### src/rtl/mlpq_pkg.sv
`timescale 1ns / 1ps
// ----------------------------------------------------------------------------
// mlpq_pkg: shared types and constants of the multilevel priority ready queue
// Holds the transfer payload types, action and status codes, the controller
// states and the command/status bundles between controller and datapath.
// ----------------------------------------------------------------------------
package mlpq_pkg;

    // Default configuration of the queue.
    localparam int PRIO_LEVELS_DEF = 8;
    localparam int LEVEL_DEPTH_DEF = 16;
    localparam int ID_BITS_DEF     = 8;

    typedef enum logic [2:0] {
        ACT_ADD     = 3'd0,
        ACT_REMOVE  = 3'd1,
        ACT_YIELD   = 3'd2,
        ACT_PREEMPT = 3'd3,
        ACT_EXIT    = 3'd4,
        ACT_BLOCK   = 3'd5
    } action_t;

    typedef enum logic [1:0] {
        STAT_OK    = 2'd0,
        STAT_DROP  = 2'd1,
        STAT_EMPTY = 2'd2
    } status_t;

    typedef struct packed {
        logic [2:0] action;
        logic [7:0] thread_id;
        logic [7:0] priority_req;
    } item_t;

    typedef struct packed {
        logic [7:0] running_id;
        logic       running_valid;
        logic       switched;
        logic [1:0] status;
    } result_t;

    typedef enum logic [3:0] {
        S_IDLE,
        S_DECODE,
        S_ADD,
        S_REQUEUE,
        S_PICK,
        S_PICK_RD,
        S_PICK_WAIT,
        S_RM_LEVEL,
        S_RM_SCAN,
        S_DONE
    } state_t;

    // How the datapath updates its working level register.
    typedef enum logic [2:0] {
        LVL_HOLD,
        LVL_PRIO,
        LVL_RUN,
        LVL_ZERO,
        LVL_INC,
        LVL_PICK
    } lvl_op_t;

    typedef struct packed {
        logic    load;
        lvl_op_t lvl_op;
        logic    push_new;
        logic    push_run;
        logic    clr_run;
        logic    set_drop;
        logic    pick_rd;
        logic    pick_take;
        logic    pick_none;
        logic    rm_start;
        logic    rm_step;
        logic    emit;
    } ctrl_cmd_t;

    typedef struct packed {
        action_t action;
        logic    level_full;
        logic    level_empty;
        logic    any_ready;
        logic    running;
        logic    last_level;
        logic    rm_last;
    } dp_stat_t;

endpackage

### src/rtl/mlpq_ram.sv
`timescale 1ns / 1ps
// ----------------------------------------------------------------------------
// mlpq_ram: generic simple dual-port RAM
// One write port and one read port with registered read data.
// ----------------------------------------------------------------------------
module mlpq_ram #(
    parameter int WIDTH = 8,
    parameter int DEPTH = 128
) (
    input  logic                     clk,
    input  logic                     we,
    input  logic [$clog2(DEPTH)-1:0] waddr,
    input  logic [WIDTH-1:0]         wdata,
    input  logic                     re,
    input  logic [$clog2(DEPTH)-1:0] raddr,
    output logic [WIDTH-1:0]         rdata
);

    logic [WIDTH-1:0] mem [DEPTH];

    always_ff @(posedge clk)
    begin
        if (we)
        begin
            mem[waddr] <= wdata;
        end
        if (re)
        begin
            rdata <= mem[raddr];
        end
    end

endmodule

### src/rtl/mlpq_ctrl.sv
`timescale 1ns / 1ps
// ----------------------------------------------------------------------------
// mlpq_ctrl: sequencing state machine of the ready queue
// Decodes the accepted action and steps the datapath through push, pick and
// remove sequences, one command bundle per cycle.
// ----------------------------------------------------------------------------
module mlpq_ctrl (
    input  logic                 clk,
    input  logic                 rst_n,
    input  logic                 start,
    output logic                 busy,
    input  mlpq_pkg::dp_stat_t   stat,
    output mlpq_pkg::ctrl_cmd_t  cmd
);

    mlpq_pkg::state_t state_reg;
    mlpq_pkg::state_t state_next;

    always_ff @(posedge clk or negedge rst_n)
    begin
        if (!rst_n)
        begin
            state_reg <= mlpq_pkg::S_IDLE;
        end
        else
        begin
            state_reg <= state_next;
        end
    end

    always_comb
    begin
        state_next = state_reg;
        cmd        = '0;
        cmd.lvl_op = mlpq_pkg::LVL_HOLD;
        busy       = (state_reg != mlpq_pkg::S_IDLE);
        case (state_reg)
            mlpq_pkg::S_IDLE:
            begin
                if (start)
                begin
                    cmd.load   = 1'b1;
                    state_next = mlpq_pkg::S_DECODE;
                end
            end
            mlpq_pkg::S_DECODE:
            begin
                case (stat.action)
                    mlpq_pkg::ACT_ADD:
                    begin
                        cmd.lvl_op = mlpq_pkg::LVL_PRIO;
                        state_next = mlpq_pkg::S_ADD;
                    end
                    mlpq_pkg::ACT_REMOVE:
                    begin
                        cmd.lvl_op = mlpq_pkg::LVL_ZERO;
                        state_next = mlpq_pkg::S_RM_LEVEL;
                    end
                    mlpq_pkg::ACT_YIELD, mlpq_pkg::ACT_PREEMPT:
                    begin
                        cmd.lvl_op = mlpq_pkg::LVL_RUN;
                        state_next = mlpq_pkg::S_REQUEUE;
                    end
                    mlpq_pkg::ACT_EXIT, mlpq_pkg::ACT_BLOCK:
                    begin
                        cmd.clr_run = 1'b1;
                        state_next  = mlpq_pkg::S_PICK;
                    end
                    default:
                    begin
                        state_next = mlpq_pkg::S_DONE;
                    end
                endcase
            end
            mlpq_pkg::S_ADD:
            begin
                if (stat.level_full)
                begin
                    cmd.set_drop = 1'b1;
                end
                else
                begin
                    cmd.push_new = 1'b1;
                end
                state_next = mlpq_pkg::S_DONE;
            end
            mlpq_pkg::S_REQUEUE:
            begin
                if (!stat.running)
                begin
                    state_next = (stat.action == mlpq_pkg::ACT_PREEMPT) ?
                                 mlpq_pkg::S_PICK : mlpq_pkg::S_DONE;
                end
                else if (stat.level_full)
                begin
                    // The running thread cannot be queued, so it keeps the CPU.
                    state_next = mlpq_pkg::S_DONE;
                end
                else
                begin
                    cmd.push_run = 1'b1;
                    state_next   = mlpq_pkg::S_PICK;
                end
            end
            mlpq_pkg::S_PICK:
            begin
                if (!stat.any_ready)
                begin
                    cmd.pick_none = 1'b1;
                    state_next    = mlpq_pkg::S_DONE;
                end
                else
                begin
                    cmd.lvl_op = mlpq_pkg::LVL_PICK;
                    state_next = mlpq_pkg::S_PICK_RD;
                end
            end
            mlpq_pkg::S_PICK_RD:
            begin
                cmd.pick_rd = 1'b1;
                state_next  = mlpq_pkg::S_PICK_WAIT;
            end
            mlpq_pkg::S_PICK_WAIT:
            begin
                cmd.pick_take = 1'b1;
                state_next    = mlpq_pkg::S_DONE;
            end
            mlpq_pkg::S_RM_LEVEL:
            begin
                if (!stat.level_empty)
                begin
                    cmd.rm_start = 1'b1;
                    state_next   = mlpq_pkg::S_RM_SCAN;
                end
                else if (stat.last_level)
                begin
                    state_next = mlpq_pkg::S_DONE;
                end
                else
                begin
                    cmd.lvl_op = mlpq_pkg::LVL_INC;
                end
            end
            mlpq_pkg::S_RM_SCAN:
            begin
                cmd.rm_step = 1'b1;
                if (stat.rm_last)
                begin
                    if (stat.last_level)
                    begin
                        state_next = mlpq_pkg::S_DONE;
                    end
                    else
                    begin
                        cmd.lvl_op = mlpq_pkg::LVL_INC;
                        state_next = mlpq_pkg::S_RM_LEVEL;
                    end
                end
            end
            mlpq_pkg::S_DONE:
            begin
                cmd.emit   = 1'b1;
                state_next = mlpq_pkg::S_IDLE;
            end
            default:
            begin
                state_next = mlpq_pkg::S_IDLE;
            end
        endcase
    end

endmodule

### src/rtl/mlpq_dpath.sv
`timescale 1ns / 1ps
// ----------------------------------------------------------------------------
// mlpq_dpath: ready queue datapath
// Per-level head and count registers, the slot RAM, the running thread
// registers and the result register, driven by the controller's commands.
// ----------------------------------------------------------------------------
module mlpq_dpath #(
    parameter int PRIO_LEVELS = mlpq_pkg::PRIO_LEVELS_DEF,
    parameter int LEVEL_DEPTH = mlpq_pkg::LEVEL_DEPTH_DEF,
    parameter int ID_BITS     = mlpq_pkg::ID_BITS_DEF
) (
    input  logic                 clk,
    input  logic                 rst_n,
    input  mlpq_pkg::item_t      item,
    input  mlpq_pkg::ctrl_cmd_t  cmd,
    output mlpq_pkg::dp_stat_t   stat,
    output logic                 done,
    output mlpq_pkg::result_t    result
);

    localparam int LVL_W = (PRIO_LEVELS > 1) ? $clog2(PRIO_LEVELS) : 1;
    localparam int POS_W = (LEVEL_DEPTH > 1) ? $clog2(LEVEL_DEPTH) : 1;
    localparam int CNT_W = $clog2(LEVEL_DEPTH + 1);
    localparam int SLOTS = PRIO_LEVELS * (1 << POS_W);
    localparam int ADR_W = LVL_W + POS_W;

    // Adds two in-range positions; the sum stays below twice the depth.
    function automatic logic [POS_W-1:0] wrap_add(input logic [POS_W-1:0] a,
                                                  input logic [POS_W-1:0] b);
        logic [POS_W:0] s;
        s = {1'b0, a} + {1'b0, b};
        if (s >= (POS_W + 1)'(LEVEL_DEPTH))
        begin
            s = s - (POS_W + 1)'(LEVEL_DEPTH);
        end
        return s[POS_W-1:0];
    endfunction

    mlpq_pkg::item_t   item_reg,     item_next;
    logic [LVL_W-1:0]  lvl_reg,      lvl_next;
    logic [POS_W-1:0]  heads_reg  [PRIO_LEVELS];
    logic [CNT_W-1:0]  counts_reg [PRIO_LEVELS];
    logic [ID_BITS-1:0] run_id_reg,  run_id_next;
    logic [LVL_W-1:0]  run_lvl_reg,  run_lvl_next;
    logic              run_flag_reg, run_flag_next;
    logic              had_reg,      had_next;
    mlpq_pkg::status_t status_reg,   status_next;
    logic              switched_reg, switched_next;
    logic [POS_W-1:0]  rm_i_reg,     rm_i_next;
    logic [POS_W-1:0]  rm_n_reg,     rm_n_next;
    mlpq_pkg::result_t result_reg,   result_next;
    logic              done_reg,     done_next;

    logic              head_wr;
    logic [POS_W-1:0]  head_next;
    logic              cnt_wr;
    logic [CNT_W-1:0]  cnt_next;

    logic [POS_W-1:0]   cur_head;
    logic [CNT_W-1:0]   cur_cnt;
    logic [ID_BITS+7:0] id_ext;
    logic [ID_BITS-1:0] id_w;
    logic [ID_BITS+7:0] run_ext;
    logic [LVL_W-1:0]   prio_sat;
    logic [PRIO_LEVELS-1:0] nonempty;
    logic [LVL_W-1:0]   pick_lvl;
    logic               rm_keep;

    logic               ram_we;
    logic [ADR_W-1:0]   ram_waddr;
    logic [ID_BITS-1:0] ram_wdata;
    logic               ram_re;
    logic [ADR_W-1:0]   ram_raddr;
    logic [ID_BITS-1:0] ram_rdata;

    mlpq_ram #(
        .WIDTH (ID_BITS),
        .DEPTH (SLOTS)
    ) u_slots (
        .clk   (clk),
        .we    (ram_we),
        .waddr (ram_waddr),
        .wdata (ram_wdata),
        .re    (ram_re),
        .raddr (ram_raddr),
        .rdata (ram_rdata)
    );

    assign cur_head = heads_reg[lvl_reg];
    assign cur_cnt  = counts_reg[lvl_reg];
    assign id_ext   = {{ID_BITS{1'b0}}, item_reg.thread_id};
    assign id_w     = id_ext[ID_BITS-1:0];
    assign run_ext  = {8'd0, run_id_reg};
    assign prio_sat = (item_reg.priority_req > 8'(PRIO_LEVELS - 1)) ?
                      LVL_W'(PRIO_LEVELS - 1) : item_reg.priority_req[LVL_W-1:0];
    assign rm_keep  = (ram_rdata != id_w);

    // Highest non-empty level, level 0 first.
    always_comb
    begin
        pick_lvl = '0;
        for (int l = PRIO_LEVELS - 1; l >= 0; l--)
        begin
            nonempty[l] = (counts_reg[l] != '0);
            if (nonempty[l])
            begin
                pick_lvl = LVL_W'(l);
            end
        end
    end

    always_comb
    begin
        stat.action      = mlpq_pkg::action_t'(item_reg.action);
        stat.level_full  = (cur_cnt == CNT_W'(LEVEL_DEPTH));
        stat.level_empty = (cur_cnt == '0);
        stat.any_ready   = (nonempty != '0);
        stat.running     = run_flag_reg;
        stat.last_level  = (lvl_reg == LVL_W'(PRIO_LEVELS - 1));
        stat.rm_last     = ((CNT_W'(rm_i_reg) + CNT_W'(1)) == cur_cnt);
    end

    always_comb
    begin
        item_next     = item_reg;
        lvl_next      = lvl_reg;
        run_id_next   = run_id_reg;
        run_lvl_next  = run_lvl_reg;
        run_flag_next = run_flag_reg;
        had_next      = had_reg;
        status_next   = status_reg;
        switched_next = switched_reg;
        rm_i_next     = rm_i_reg;
        rm_n_next     = rm_n_reg;
        result_next   = result_reg;
        done_next     = 1'b0;
        head_wr       = 1'b0;
        head_next     = cur_head;
        cnt_wr        = 1'b0;
        cnt_next      = cur_cnt;
        ram_we        = 1'b0;
        ram_waddr     = {lvl_reg, wrap_add(cur_head, cur_cnt[POS_W-1:0])};
        ram_wdata     = id_w;
        ram_re        = 1'b0;
        ram_raddr     = {lvl_reg, cur_head};

        case (cmd.lvl_op)
            mlpq_pkg::LVL_PRIO: lvl_next = prio_sat;
            mlpq_pkg::LVL_RUN:  lvl_next = run_lvl_reg;
            mlpq_pkg::LVL_ZERO: lvl_next = '0;
            mlpq_pkg::LVL_INC:  lvl_next = lvl_reg + LVL_W'(1);
            mlpq_pkg::LVL_PICK: lvl_next = pick_lvl;
            default:            lvl_next = lvl_reg;
        endcase

        if (cmd.load)
        begin
            item_next     = item;
            had_next      = run_flag_reg;
            status_next   = mlpq_pkg::STAT_OK;
            switched_next = 1'b0;
        end

        if (cmd.push_new)
        begin
            ram_we   = 1'b1;
            cnt_wr   = 1'b1;
            cnt_next = cur_cnt + CNT_W'(1);
        end

        if (cmd.push_run)
        begin
            ram_we        = 1'b1;
            ram_wdata     = run_id_reg;
            cnt_wr        = 1'b1;
            cnt_next      = cur_cnt + CNT_W'(1);
            run_flag_next = 1'b0;
        end

        if (cmd.clr_run)
        begin
            run_flag_next = 1'b0;
            had_next      = 1'b0;
        end

        if (cmd.set_drop)
        begin
            status_next = mlpq_pkg::STAT_DROP;
        end

        if (cmd.pick_rd)
        begin
            ram_re    = 1'b1;
            head_wr   = 1'b1;
            head_next = wrap_add(cur_head, POS_W'(1));
            cnt_wr    = 1'b1;
            cnt_next  = cur_cnt - CNT_W'(1);
        end

        if (cmd.pick_take)
        begin
            run_id_next   = ram_rdata;
            run_lvl_next  = lvl_reg;
            run_flag_next = 1'b1;
            switched_next = !(had_reg && (ram_rdata == run_id_reg));
        end

        if (cmd.pick_none)
        begin
            run_id_next   = '0;
            run_lvl_next  = '0;
            run_flag_next = 1'b0;
            status_next   = mlpq_pkg::STAT_EMPTY;
        end

        if (cmd.rm_start)
        begin
            ram_re    = 1'b1;
            rm_i_next = '0;
            rm_n_next = '0;
        end

        if (cmd.rm_step)
        begin
            // Compact in place: kept entries move down to the write index.
            ram_we    = rm_keep;
            ram_waddr = {lvl_reg, wrap_add(cur_head, rm_n_reg)};
            ram_wdata = ram_rdata;
            ram_re    = !stat.rm_last;
            ram_raddr = {lvl_reg, wrap_add(cur_head, rm_i_reg + POS_W'(1))};
            rm_i_next = rm_i_reg + POS_W'(1);
            rm_n_next = rm_n_reg + POS_W'(rm_keep);
            if (stat.rm_last)
            begin
                cnt_wr   = 1'b1;
                cnt_next = CNT_W'(rm_n_reg) + CNT_W'(rm_keep);
            end
        end

        if (cmd.emit)
        begin
            done_next                 = 1'b1;
            result_next.running_id    = run_flag_reg ? run_ext[7:0] : 8'd0;
            result_next.running_valid = run_flag_reg;
            result_next.switched      = switched_reg;
            result_next.status        = status_reg;
        end
    end

    always_ff @(posedge clk or negedge rst_n)
    begin
        if (!rst_n)
        begin
            lvl_reg      <= '0;
            run_id_reg   <= '0;
            run_lvl_reg  <= '0;
            run_flag_reg <= 1'b0;
            had_reg      <= 1'b0;
            status_reg   <= mlpq_pkg::STAT_OK;
            switched_reg <= 1'b0;
            rm_i_reg     <= '0;
            rm_n_reg     <= '0;
            done_reg     <= 1'b0;
            for (int l = 0; l < PRIO_LEVELS; l++)
            begin
                heads_reg[l]  <= '0;
                counts_reg[l] <= '0;
            end
        end
        else
        begin
            lvl_reg      <= lvl_next;
            run_id_reg   <= run_id_next;
            run_lvl_reg  <= run_lvl_next;
            run_flag_reg <= run_flag_next;
            had_reg      <= had_next;
            status_reg   <= status_next;
            switched_reg <= switched_next;
            rm_i_reg     <= rm_i_next;
            rm_n_reg     <= rm_n_next;
            done_reg     <= done_next;
            if (head_wr)
            begin
                heads_reg[lvl_reg] <= head_next;
            end
            if (cnt_wr)
            begin
                counts_reg[lvl_reg] <= cnt_next;
            end
        end
    end

    always_ff @(posedge clk)
    begin
        item_reg   <= item_next;
        result_reg <= result_next;
    end

    assign done   = done_reg;
    assign result = result_reg;

endmodule

### src/rtl/multilevel_priority_ready_queue.sv
`timescale 1ns / 1ps
// ----------------------------------------------------------------------------
// multilevel_priority_ready_queue: priority round-robin thread scheduler
// Keeps one FIFO of thread ids per priority level and the running thread,
// and performs add, remove, yield, preempt, exit and block actions.
// ----------------------------------------------------------------------------
// Drive start with an action in item while busy is low; that transfer is
// taken at the clock edge and exactly one result follows, shown on result
// for a single cycle while done is high. The receiver cannot stall it, so
// done must be sampled every cycle. A remove visits every level and every
// queued entry. A pick that finds nothing runnable skips the S_PICK_RD and
// S_PICK_WAIT states that one dispatching a thread passes through. The
// remove time is set by the slot RAM: it has one read and one write port,
// and each level is compacted in place one entry per cycle. A pick also
// waits in S_PICK_WAIT for the registered RAM read.
// The done strobe rises in the cycle in which busy has fallen, so the next
// start may be given in the same cycle that the result appears.
// ----------------------------------------------------------------------------
module multilevel_priority_ready_queue #(
    parameter int PRIO_LEVELS = mlpq_pkg::PRIO_LEVELS_DEF,
    parameter int LEVEL_DEPTH = mlpq_pkg::LEVEL_DEPTH_DEF,
    parameter int ID_BITS     = mlpq_pkg::ID_BITS_DEF
) (
    input  logic              clk,
    input  logic              rst_n,
    input  logic              start,
    output logic              busy,
    input  mlpq_pkg::item_t   item,
    output logic              done,
    output mlpq_pkg::result_t result
);

    // The controller only sequences; every piece of queue state sits in
    // the datapath, and the two talk through one command and one status
    // bundle.
    mlpq_pkg::ctrl_cmd_t cmd;
    mlpq_pkg::dp_stat_t  stat;

    mlpq_ctrl u_ctrl (
        .clk   (clk),
        .rst_n (rst_n),
        .start (start),
        .busy  (busy),
        .stat  (stat),
        .cmd   (cmd)
    );

    // The datapath latches the item on the accepting transfer and drives
    // the result register that done qualifies.
    mlpq_dpath #(
        .PRIO_LEVELS (PRIO_LEVELS),
        .LEVEL_DEPTH (LEVEL_DEPTH),
        .ID_BITS     (ID_BITS)
    ) u_dpath (
        .clk    (clk),
        .rst_n  (rst_n),
        .item   (item),
        .cmd    (cmd),
        .stat   (stat),
        .done   (done),
        .result (result)
    );

endmodule

### config.mk
export PLATFORM = sky130hd
export DESIGN_NAME = multilevel_priority_ready_queue
export DESIGN_NICKNAME = d
export VERILOG_FILES = /design/src/rtl/mlpq_pkg.sv /design/src/rtl/mlpq_ram.sv /design/src/rtl/mlpq_ctrl.sv /design/src/rtl/mlpq_dpath.sv /design/src/rtl/multilevel_priority_ready_queue.sv
export SDC_FILE = /design/constraint.sdc
export NUM_CORES = 1
export LEC_CHECK = 0
export BUFFER_PORTS_ARGS = -buffer_cell sky130_fd_sc_hd__clkbuf_2
export CAP_MARGIN = 20
export CELL_PAD_IN_SITES_DETAIL_PLACEMENT = 0
export CELL_PAD_IN_SITES_GLOBAL_PLACEMENT = 1
export CORE_UTILIZATION = 53
export DETAILED_ROUTE_END_ITERATION = 6
export GPL_TIMING_DRIVEN = 1
export MAX_ROUTING_LAYER = met4
export PLACE_DENSITY = 0.79
export SKIP_CTS_REPAIR_TIMING = 1
export SLEW_MARGIN = 5
export SYNTH_ARGS = -nofsm -noshare
export SYNTH_HDL_FRONTEND = slang
export SYNTH_SLANG_ARGS = --single-unit
### constraint.sdc
create_clock -name clk -period 10.4 [get_ports clk]
set_clock_uncertainty 0.2 [all_clocks]
set_input_delay 0 -clock clk [delete_from_list [all_inputs] [get_ports clk]]
set_output_delay 0 -clock clk [all_outputs]
set_load 0.02 [all_outputs]
# Word-level counts from Yosys, hierarchy flattened
# Memory sizes are Yosys's and may differ from the RTL's. A register that Yosys moved wholly into a read port is not among the register bits.
# Index checks and enable logic that the tools add are counted.
# op_classes
n_addsub,15
magnitude_cmp,7
eq_ne,27
n_mux,101
bitwise,1
n_reduce_logical,28
# ops
cell,n
4-bit two-way mux,22
3-bit two-way mux,15
5-bit nonzero test,9
40-bit bitwise mux,1
5-bit two-way mux,8
1-bit two-way mux,38
32-bit bitwise mux,1
8-bit two-way mux,4
4-bit case mux with 8 select lines,1
"5-bit greater-or-equal comparator, second input constant",4
"4-bit by 3-bit == test with 1-bit output, second input constant",4
4-bit case mux with 4 select lines,1
"4-bit by 1-bit subtractor with 4-bit output, second input constant",4
4-bit by 4-bit adder with 5-bit output,3
5-bit binary-select mux with 3-bit select,1
5-bit demux with 3-bit select,1
"3-bit == test, second input constant",5
3-bit case mux with 5 select lines,1
4-bit binary-select mux with 3-bit select,1
4-bit demux with 3-bit select,1
"3-bit by 2-bit == test with 1-bit output, second input constant",4
3-bit case mux with 4 select lines,1
"4-bit by 1-bit adder with 5-bit output, second input constant",2
"4-bit by 2-bit == test with 1-bit output, second input constant",2
33 further kinds,45
# totals
register_bits,135
ram_bits,1024
input_bits,22
output_inout_bits,14
word_cells,214
mem_count,1
# memory_table
memory,words,word_bits,rd,rd_ports_with_merged_regs,write_ports,line_no,rtl
u_dpath.u_slots.mem,128,8,1,1,1,mlpq_ram.sv:19,logic [WIDTH-1:0] mem [DEPTH];

# Depth between registers and ports, before layout
# Gate-level depths: netlist (run 1).
# logic_depth
ltp_word,13
mapped_depth,21
mapped_depth_nobuf,15

# Hierarchy
# From an unflattened synthesis (run 1), not the netlist that was laid out.
# hier_totals
cells_unflattened,2354
area_unflattened_um2,47287.9
# modules_own_cells
mod,n_inst,cells_per_inst,area_each_um2,seq_area_each_um2
mlpq_ram,1,1635,39745.6,30989.7
mlpq_dpath,1,647,7010.5,3433.3
mlpq_ctrl,1,72,531.8,100.1

# Worst setup path before layout (run 1)
# OpenSTA, ideal clock, no wires.
# synth_timing
path_type,flip-flop to flip-flop
start,reg u_dpath.lvl_reg[2]
end,"mem u_dpath.u_slots.mem[0][0], data pin"
setup_time_ns,1.197
t_arrival_ns,7.747
t_required_ns,9.003
setup_slack_ns,1.256
path_stages_with_launch,13
n_path_buf,4
synth_period_minus_slack_ns,9.144
cell_sequence,dfrtp_1 > buf_6 > buf_6 > buf_2 > mux2i_1 > mux2i_1 > a221oi_1 > ha_1 > nand4b_1 > and3_1 > clkbuf_1 > mux2i_1 > o21ai_0
# synth_via
elab_chain_cells,10
# synth_lines
item,line_no,rtl
"start, declared",mlpq_dpath.sv:40,"logic [LVL_W-1:0] lvl_reg, lvl_next;"
"start signal, assigned",mlpq_dpath.sv:272,lvl_reg <= lvl_next;
3-bit inverter with 4-bit output (not written as such),mlpq_dpath.sv:90,assign cur_cnt = counts_reg[lvl_reg];
5-bit binary-select mux with 3-bit select,mlpq_dpath.sv:90,
5-bit two-way mux (not written as such) (2 in series),mlpq_dpath.sv:90,
5-bit == test,mlpq_dpath.sv:115,stat.level_full = (cur_cnt == CNT_W'(LEVEL_DEPTH));
1-bit two-way mux,mlpq_ctrl.sv:94,else if (stat.level_full)
1-bit two-way mux,mlpq_ctrl.sv:89,if (!stat.running)
1-bit two-way mux,mlpq_ctrl.sv:37,case (state_reg)
8-bit two-way mux,mlpq_dpath.sv:171,if (cmd.push_run)
8-bit two-way mux,mlpq_dpath.sv:223,if (cmd.rm_step)
named net u_dpath.ram_wdata[0],mlpq_dpath.sv:71,logic [ID_BITS-1:0] ram_wdata;
"end, declared",mlpq_ram.sv:19,
# The timed path passes the listed nets, and every way through them passes these cells. The select of a mux whose other input is x is not followed.

# Worst setup path in the final report (run 1)
# layout_timing
start,reg u_dpath.lvl_reg[1]
end,"reg u_dpath.u_slots.rdata[4], read port of u_dpath.u_slots.mem, data pin"
# layout_via
elab_chain_cells,9
elab_cells_between_ends,19
classes_between,add/sub (2); order compare (1); eq/ne (1); mux (12); bitwise (1); reduce/logical (2)
# layout_lines
item,line_no,rtl
branches (longest 9 deep; another with 4-bit by 4-bit adder with 5-bit output),n/a,
"end, declared",mlpq_ram.sv:16,output logic [WIDTH-1:0] rdata
# Several ways; the timed one is not identified. The select of a mux whose other input is x is not followed.
# A chain may end at the register's enable or synchronous reset.

==> metrics.md, run 1 <==
| Metric | Value |
|---|---|
| Status | complete, no violations |
| Rows | between 100 and 150 |
| Area growth syn-to-layout | 11.9% |
| Initial Utilization | 0.536 |
| Min-delay src | start |
| Clock buffer depth | 3 |
| Final nets | around 3600 |
| Clock Latency Late Sink | 0.72 ns |
| Antenna violations before repair | 9 |
| CP Max Fanout | 37 |
| Synth cell types | between 80 and 90 |
| Die height | about 300 um |
| Most used DFF post-synth | edfxtp_1 |
| Yosys top cell by area | edfxtp_1 |
| Max Cap Viol | 0 |
| Post-synth EDFFs | between 1000 and 1500 |
| CP Class | register to register |
| DR WL/cell | between 20 and 30 um |
| Gr usage total | 0.315 |
| Maximum operating frequency | between 100 and 150 MHz |
| Clock period minus final worst setup slack | just under 7 ns |
| RSZ-0062 raised after global routing | no |
| Slew @ Worst Pin | 1.22 ns |
| Ys async rst share | 0.0891 |
| Post-Syn Area | ~0.048 mm2 |
| First-pass GRT wire length | approximately 200000 um |
| Mapped Cells | between 3000 and 4000 |
| GPL Wtd Cong | ~0.95 |
| Final WL | about 140000 um |
| Clock transition at path regs | approximately 0.07 ns |
| Total power | 17400 uW |
| Post-layout util | 0.599 |
| Synth Net Count | 3521 |
| Fin crit share | 0.649 |
| Top post-synthesis cells by area | edfxtp_1, nand2_1, dfrtp_1, mux2i_1, nand3_1 |
| Total number of vias | 31200 |
| VDD IR max | approximately 0.00060 V |
| HP Class | input pin to register |
| Final setup viols | 0 |
| CP required | 10.66 ns |
| Avg Inst Size Synth | between 10 and 15 um2 |
| Overflow after GRT | 0 |
| Setup crit start kind | register |
| Largest register FFs | 1024 |
| Endpoints failing hold | 0 |
| Number of antenna-violating nets in the routed design | 0 |
| Leakage Power | between 0.015 and 0.02 uW |
| Die area | between 0.09 and 0.1 mm2 |
| Crit path launch | u_dpath.lvl_reg[1] |
| Crit path DAT | ~7 ns |
| Vias in the first global route | 29800 |
| Iter 0 DRT Violations | 4407 |
| Top-area cell type share of the netlist area | 0.662 |
| Setup TNS | 0 ns |
| Clk sinks | 1167 |
| DRC viols | 0 |
| Register area share after synthesis | 0.716 |
| Relative slew slack | 0.168 |
| Syn. warnings | 0 |
| Core area | 0.0900 mm2 |
| Pwr dens | around 320 mW/mm2 |
| CTS Buf Count | 116 |
| CTS tree | built |
| CP endpoint kind | register |
| R2r startpoint | u_dpath.lvl_reg[1] |
| IO Pins | 36 |
| DP Wirelength | between 80000 and 90000 um |
| Largest net degree at the start of global routing | around 150 |
| Clk root buf | clkbuf_16 |
| Yosys reg bits | roughly 1200 |
| Most frequent cells in the layout | edfxtp_1, nand2_1, nand3_1 |
| Share of cells above drive strength 1 | 0.118 |
| Slew Limit Fails | 0 |
| Via density | ~6.4 |
| Drt first pass iters | 6 |
| Chip width | between 300 and 400 um |
| H-Tree Level Count | 3 |
| Port bufs | 35 |
| Commonest non-fill, non-tap cell in the layout | edfxtp_1 |
| Final hold slack | 0.186 ns |
-- routing by layer --
| layer | up-vias | track usage | wire (um) |
|---|---|---|---|
| met5 | - | - | 0 |
| met1 | 15600 | 0.415 | 53800 |
| li1 | 13300 | - | - |
| met2 | 1973 | 0.466 | 65300 |
| met3 | 347 | 0.0707 | 15600 |
| met4 | 0 | 0.148 | 6840 |
-- path summary, 6_finish.rpt --
check | end | slack [ns] | depth (start not counted)
worst min-delay path | u_ctrl.state_reg[0] | 0.19 | 5
worst max register to register | u_dpath.u_slots.rdata[4] | 3.65 | 18
min in group asynchronous | u_dpath.heads_reg[26] | 0.21 | 4
worst max-delay path | u_dpath.u_slots.rdata[4] | 3.65 | 18
worst min register to register | u_dpath.result[2] | 0.25 | 0
max in group asynchronous | u_dpath.done | 8.84 | 4
-- layout make-up --
cell class / instances / area (um2)
Sequential cell: 1167 / 34500
Clock buffer: 139 / 3030
Multi-Input combinational cell: 2108 / 12900
Inverter: 14 / 52.6
Tap cell: 1176 / 1470
Timing Repair Buffer: 146 / 1210
Fill cell: 6866 / 36100
Antenna cell: 10 / 25.0
Clock inverter: 75 / 708
-- worst max-delay path, cell delays in order, from the launching register on --
cell and delay (ns):
dfrtp_1 0.32, buf_4 0.40, mux2i_1 0.15, a22o_1 0.30, nor2_1 0.57, ha_1 0.30
inv_1 0.07, fa_1 0.43, xnor2_1 0.15, nand2_1 0.16, o21ai_4 0.24, buf_4 0.35
nor2_4 0.63, buf_4 0.47, a32o_1 0.23, a211oi_1 0.12, nor4_1 0.82, nand4_1 0.13
or4_1 0.43
-- power breakdown --
group          switching, uW  internal, uW
Sequential               216          5780
Clock                   1790          2350
Combinational           5160          2090
-- cells by family after synthesis --
family	count (synthesis)	synth area share
adder cells (fa/ha/maj)	16	0.00446
AO/OA/AOI/OAI	360	0.0527
flip-flops	1167	0.716
multiplexers	241	0.0649
buffers and inverters	208	0.0209
XOR/XNOR	39	0.00763
AND/OR/NAND/NOR	1452	0.134
-- synth_stat cells, types with 8 or more instances --
master and count:
dfrtp_1 104, inv_1 12, nand3_1 246, nor2_4 9
a2111oi_0 19, nand2b_1 8, xnor2_1 14, a311oi_1 11
mux4_2 51, buf_2 100, nor3_1 20, nor2_1 191
a32o_1 10, mux2i_1 128, mux2_2 61, and3_1 54
edfxtp_1 1063, a32oi_1 51, nand2_1 782, clkbuf_1 57
o21ai_0 56, a22oi_1 11, buf_4 13, xor2_1 23
a221oi_1 10, nor4_1 21, or4_1 14, nand4_1 64
a211oi_1 13, a31oi_1 32, buf_1 17, and2_1 12
a21oi_1 78, ha_1 14
-- per-stage QoR --
step / instance area (um2) / setup slack, ns / cells
detailed placement: 49700 / 3.76 / 4568
floorplan: 48200 / 1.26 / 3483
global route: 53900 / 3.38 / 4835
finish: 53900 / 3.65 / 4835
CTS: 53500 / 3.77 / 4782
global placement: 49700 / 3.79 / 4563
Power figures use the tool's default switching activity.
==> run 2, diff against run 1 <==
--- a/config.mk
+++ b/config.mk
@@ -9,11 +9,11 @@
 export CAP_MARGIN = 20
 export CELL_PAD_IN_SITES_DETAIL_PLACEMENT = 0
 export CELL_PAD_IN_SITES_GLOBAL_PLACEMENT = 1
-export CORE_UTILIZATION = 53
+export CORE_UTILIZATION = 48
 export DETAILED_ROUTE_END_ITERATION = 6
 export GPL_TIMING_DRIVEN = 1
 export MAX_ROUTING_LAYER = met4
-export PLACE_DENSITY = 0.79
+export PLACE_DENSITY = 0.75
 export SKIP_CTS_REPAIR_TIMING = 1
 export SLEW_MARGIN = 5
 export SYNTH_ARGS = -nofsm -noshare
==> constraint.sdc (replaced) <==
create_clock -name clk -period 6 [get_ports clk]
set_clock_uncertainty 0.2 [all_clocks]
set_input_delay 0 -clock clk [delete_from_list [all_inputs] [get_ports clk]]
set_output_delay 0 -clock clk [all_outputs]
set_load 0.02 [all_outputs]
==> run 2 against run 1 <==
  * Power is 81% higher
  * Final area is 2.9% higher
  * Combinational power is 90% higher
  * Critical path type unchanged
  * Hold slack worse by 0.044 ns
  * Cell count is 5.3% higher
==> metrics.md, run 2 (synthesis gave the netlist of run 1 again) <==
| Metric | Value |
|---|---|
| Number of antenna-violating nets in the routed design | 0 |
| Cell total after placement | 4831 |
| CP endpoint kind | register |
| VDD IR max | ~0.00056 V |
| Final nets | 3744 |
| Iter 0 DRT Violations | between 4000 and 5000 |
| Fin crit share | 0.972 |
| Die area | between 0.1 and 0.15 mm2 |
| Clk root buf | clkbuf_16 |
| Slowest library cell on the worst path | dfrtp_1 |
| Clock transition at path regs | approximately 0.06 ns |
| Largest register FFs | between 1000 and 1500 |
| Max Cap Viol | 0 |
| Chip width | about 320 um |
| Dpl ws | around 0.34 ns |
| Vias in the first global route | 29600 |
| Commonest non-fill, non-tap cell in the layout | edfxtp_1 |
| Slew Limit Fails | 0 |
| Leakage Power | 0.0195 uW |
| Total power | between 30000 and 40000 uW |
| Clock period minus final worst setup slack | 5.83 ns |
| Rows | between 100 and 150 |
| Port bufs | 35 |
| Maximum operating frequency | approximately 170 MHz |
| Gr usage total | 0.296 |
| CP max stage delay | 0.80 ns |
| Relative slew slack | 0.216 |
| Via density | 6.15 |
| IO Pins | 36 |
| Final setup margin | ~0.17 ns |
| Clock Latency Late Sink | approximately 0.7 ns |
| Setup TNS | 0 ns |
| Drt first pass iters | 5 |
| Fillers | a little under 8000 |
| CP required | approximately 6.2 ns |
| Endpoints failing hold | 0 |
| DRC viols | 0 |
| Final WL | 147000 um |
| Largest net degree at the start of global routing | roughly 130 |
| RSZ-0062 raised after global routing | no |
| Share of cells above drive strength 1 | 0.153 |
| CTS tree | built |
| H-Tree Level Count | 3 |
| Pwr dens | 566 mW/mm2 |
| Final cell count without fillers | between 5000 and 6000 |
| Crit path DAT | approximately 6.1 ns |
| CTS Buf Count | 118 |
| CP Max Fanout | 18 |
| Core area | ~0.1 mm2 |
| Clk sinks | about 1200 |
| Antenna violations before repair | 3 |
| Setup crit start kind | register |
| CP Class | register to register |
| Slew @ Worst Pin | roughly 1.1 ns |
| Status | complete, no violations |
| DP Wirelength | around 93000 um |
| DR WL/cell | ~29 um |
| First-pass GRT wire length | ~210000 um |
| Most frequent cells in the layout | edfxtp_1, nand2_1, nand3_1 |
| Crit-path cells | nor2b_1, a32o_1, nor3_1, inv_1, ha_1, nand3_1, a21oi_1, mux2i_2, xnor2_4, buf_4, nor2_1, a221oi_1, a21oi_1, nor4_1, nand3_1 |
| Total number of vias | between 30000 and 40000 |
| HP Class | input pin to register |
| Final setup viols | 0 |
| Die height | between 300 and 400 um |
| Clock buffer depth | 3 |
| Area growth syn-to-layout | 15.1% |
| Overflow after GRT | 0 |
| Post-layout util | 0.561 |
| Initial Utilization | 0.487 |
| GPL Wtd Cong | a little under 1 |
run 2: metal layers:
layer | global-route usage | wire [um] | share of wire | up-vias
li1 | - | - | - | 13600
met4 | 0.111 | 6210 | 0.042 | 0
met1 | 0.397 | 58400 | 0.40 | 15700
met3 | 0.0545 | 14100 | 0.096 | 320
met5 | - | 0 | 0 | -
met2 | 0.451 | 68200 | 0.46 | 1697
run 2: stage by stage:
| stage | cell area, um2 | hold slack (ns) |
|---|---|---|
| after global placement | 51300 | -0.187 |
| after floorplan | 48300 | -0.496 |
| after CTS | 55100 | -0.936 |
| final | 55500 | 0.142 |
| after global routing | 55500 | 0.169 |
| after detailed placement | 51300 | -0.187 |
run 2: power breakdown:
part / switching [uW] / internal, uW / leakage (uW)
Clock: 3080 / 4090 / 0.00185
Sequential: 414 / 10000 / 0.0110
Combinational: 9590 / 4230 / 0.00670
run 2: critical path: cells and delay by family (launching register included):
family                   cells  cell delay [ns]
flip-flops                   1             0.80
adder cells (fa/ha/maj)      1             0.33
AO/OA/AOI/OAI                4             1.14
AND/OR/NAND/NOR              6             1.59
buffers and inverters        2             0.49
multiplexers                 1             0.21
XOR/XNOR                     1             0.79
run 2: worst paths after layout:
path / start / to / slack [ns] / cells past startpoint
worst max-delay path: u_dpath.lvl_reg[2] / u_dpath.u_slots.rdata[6] / 0.17 / 15
worst min-delay path: start / u_ctrl.state_reg[0] / 0.14 / 5
worst max register to register: u_dpath.lvl_reg[2] / u_dpath.u_slots.rdata[6] / 0.17 / 15
worst min register to register: u_dpath.status_reg[0] / u_dpath.result[0] / 0.25 / 0
max in group asynchronous: rst_n / u_dpath.rm_i_reg[0] / 4.50 / 4
min in group asynchronous: rst_n / u_dpath.heads_reg[16] / 0.23 / 4
run 2: final cells by class:
class                           count  area (um2)  share of cell area
Antenna cell                        2        5.00           0.0000901
Clock buffer                      151        3240              0.0584
Clock inverter                     65         510             0.00919
Inverter                           14        52.6            0.000946
Multi-Input combinational cell   2108       12900               0.232
Sequential cell                  1167       34500               0.622
Tap cell                         1287        1610              0.0290
Timing Repair Buffer              297        2700              0.0486
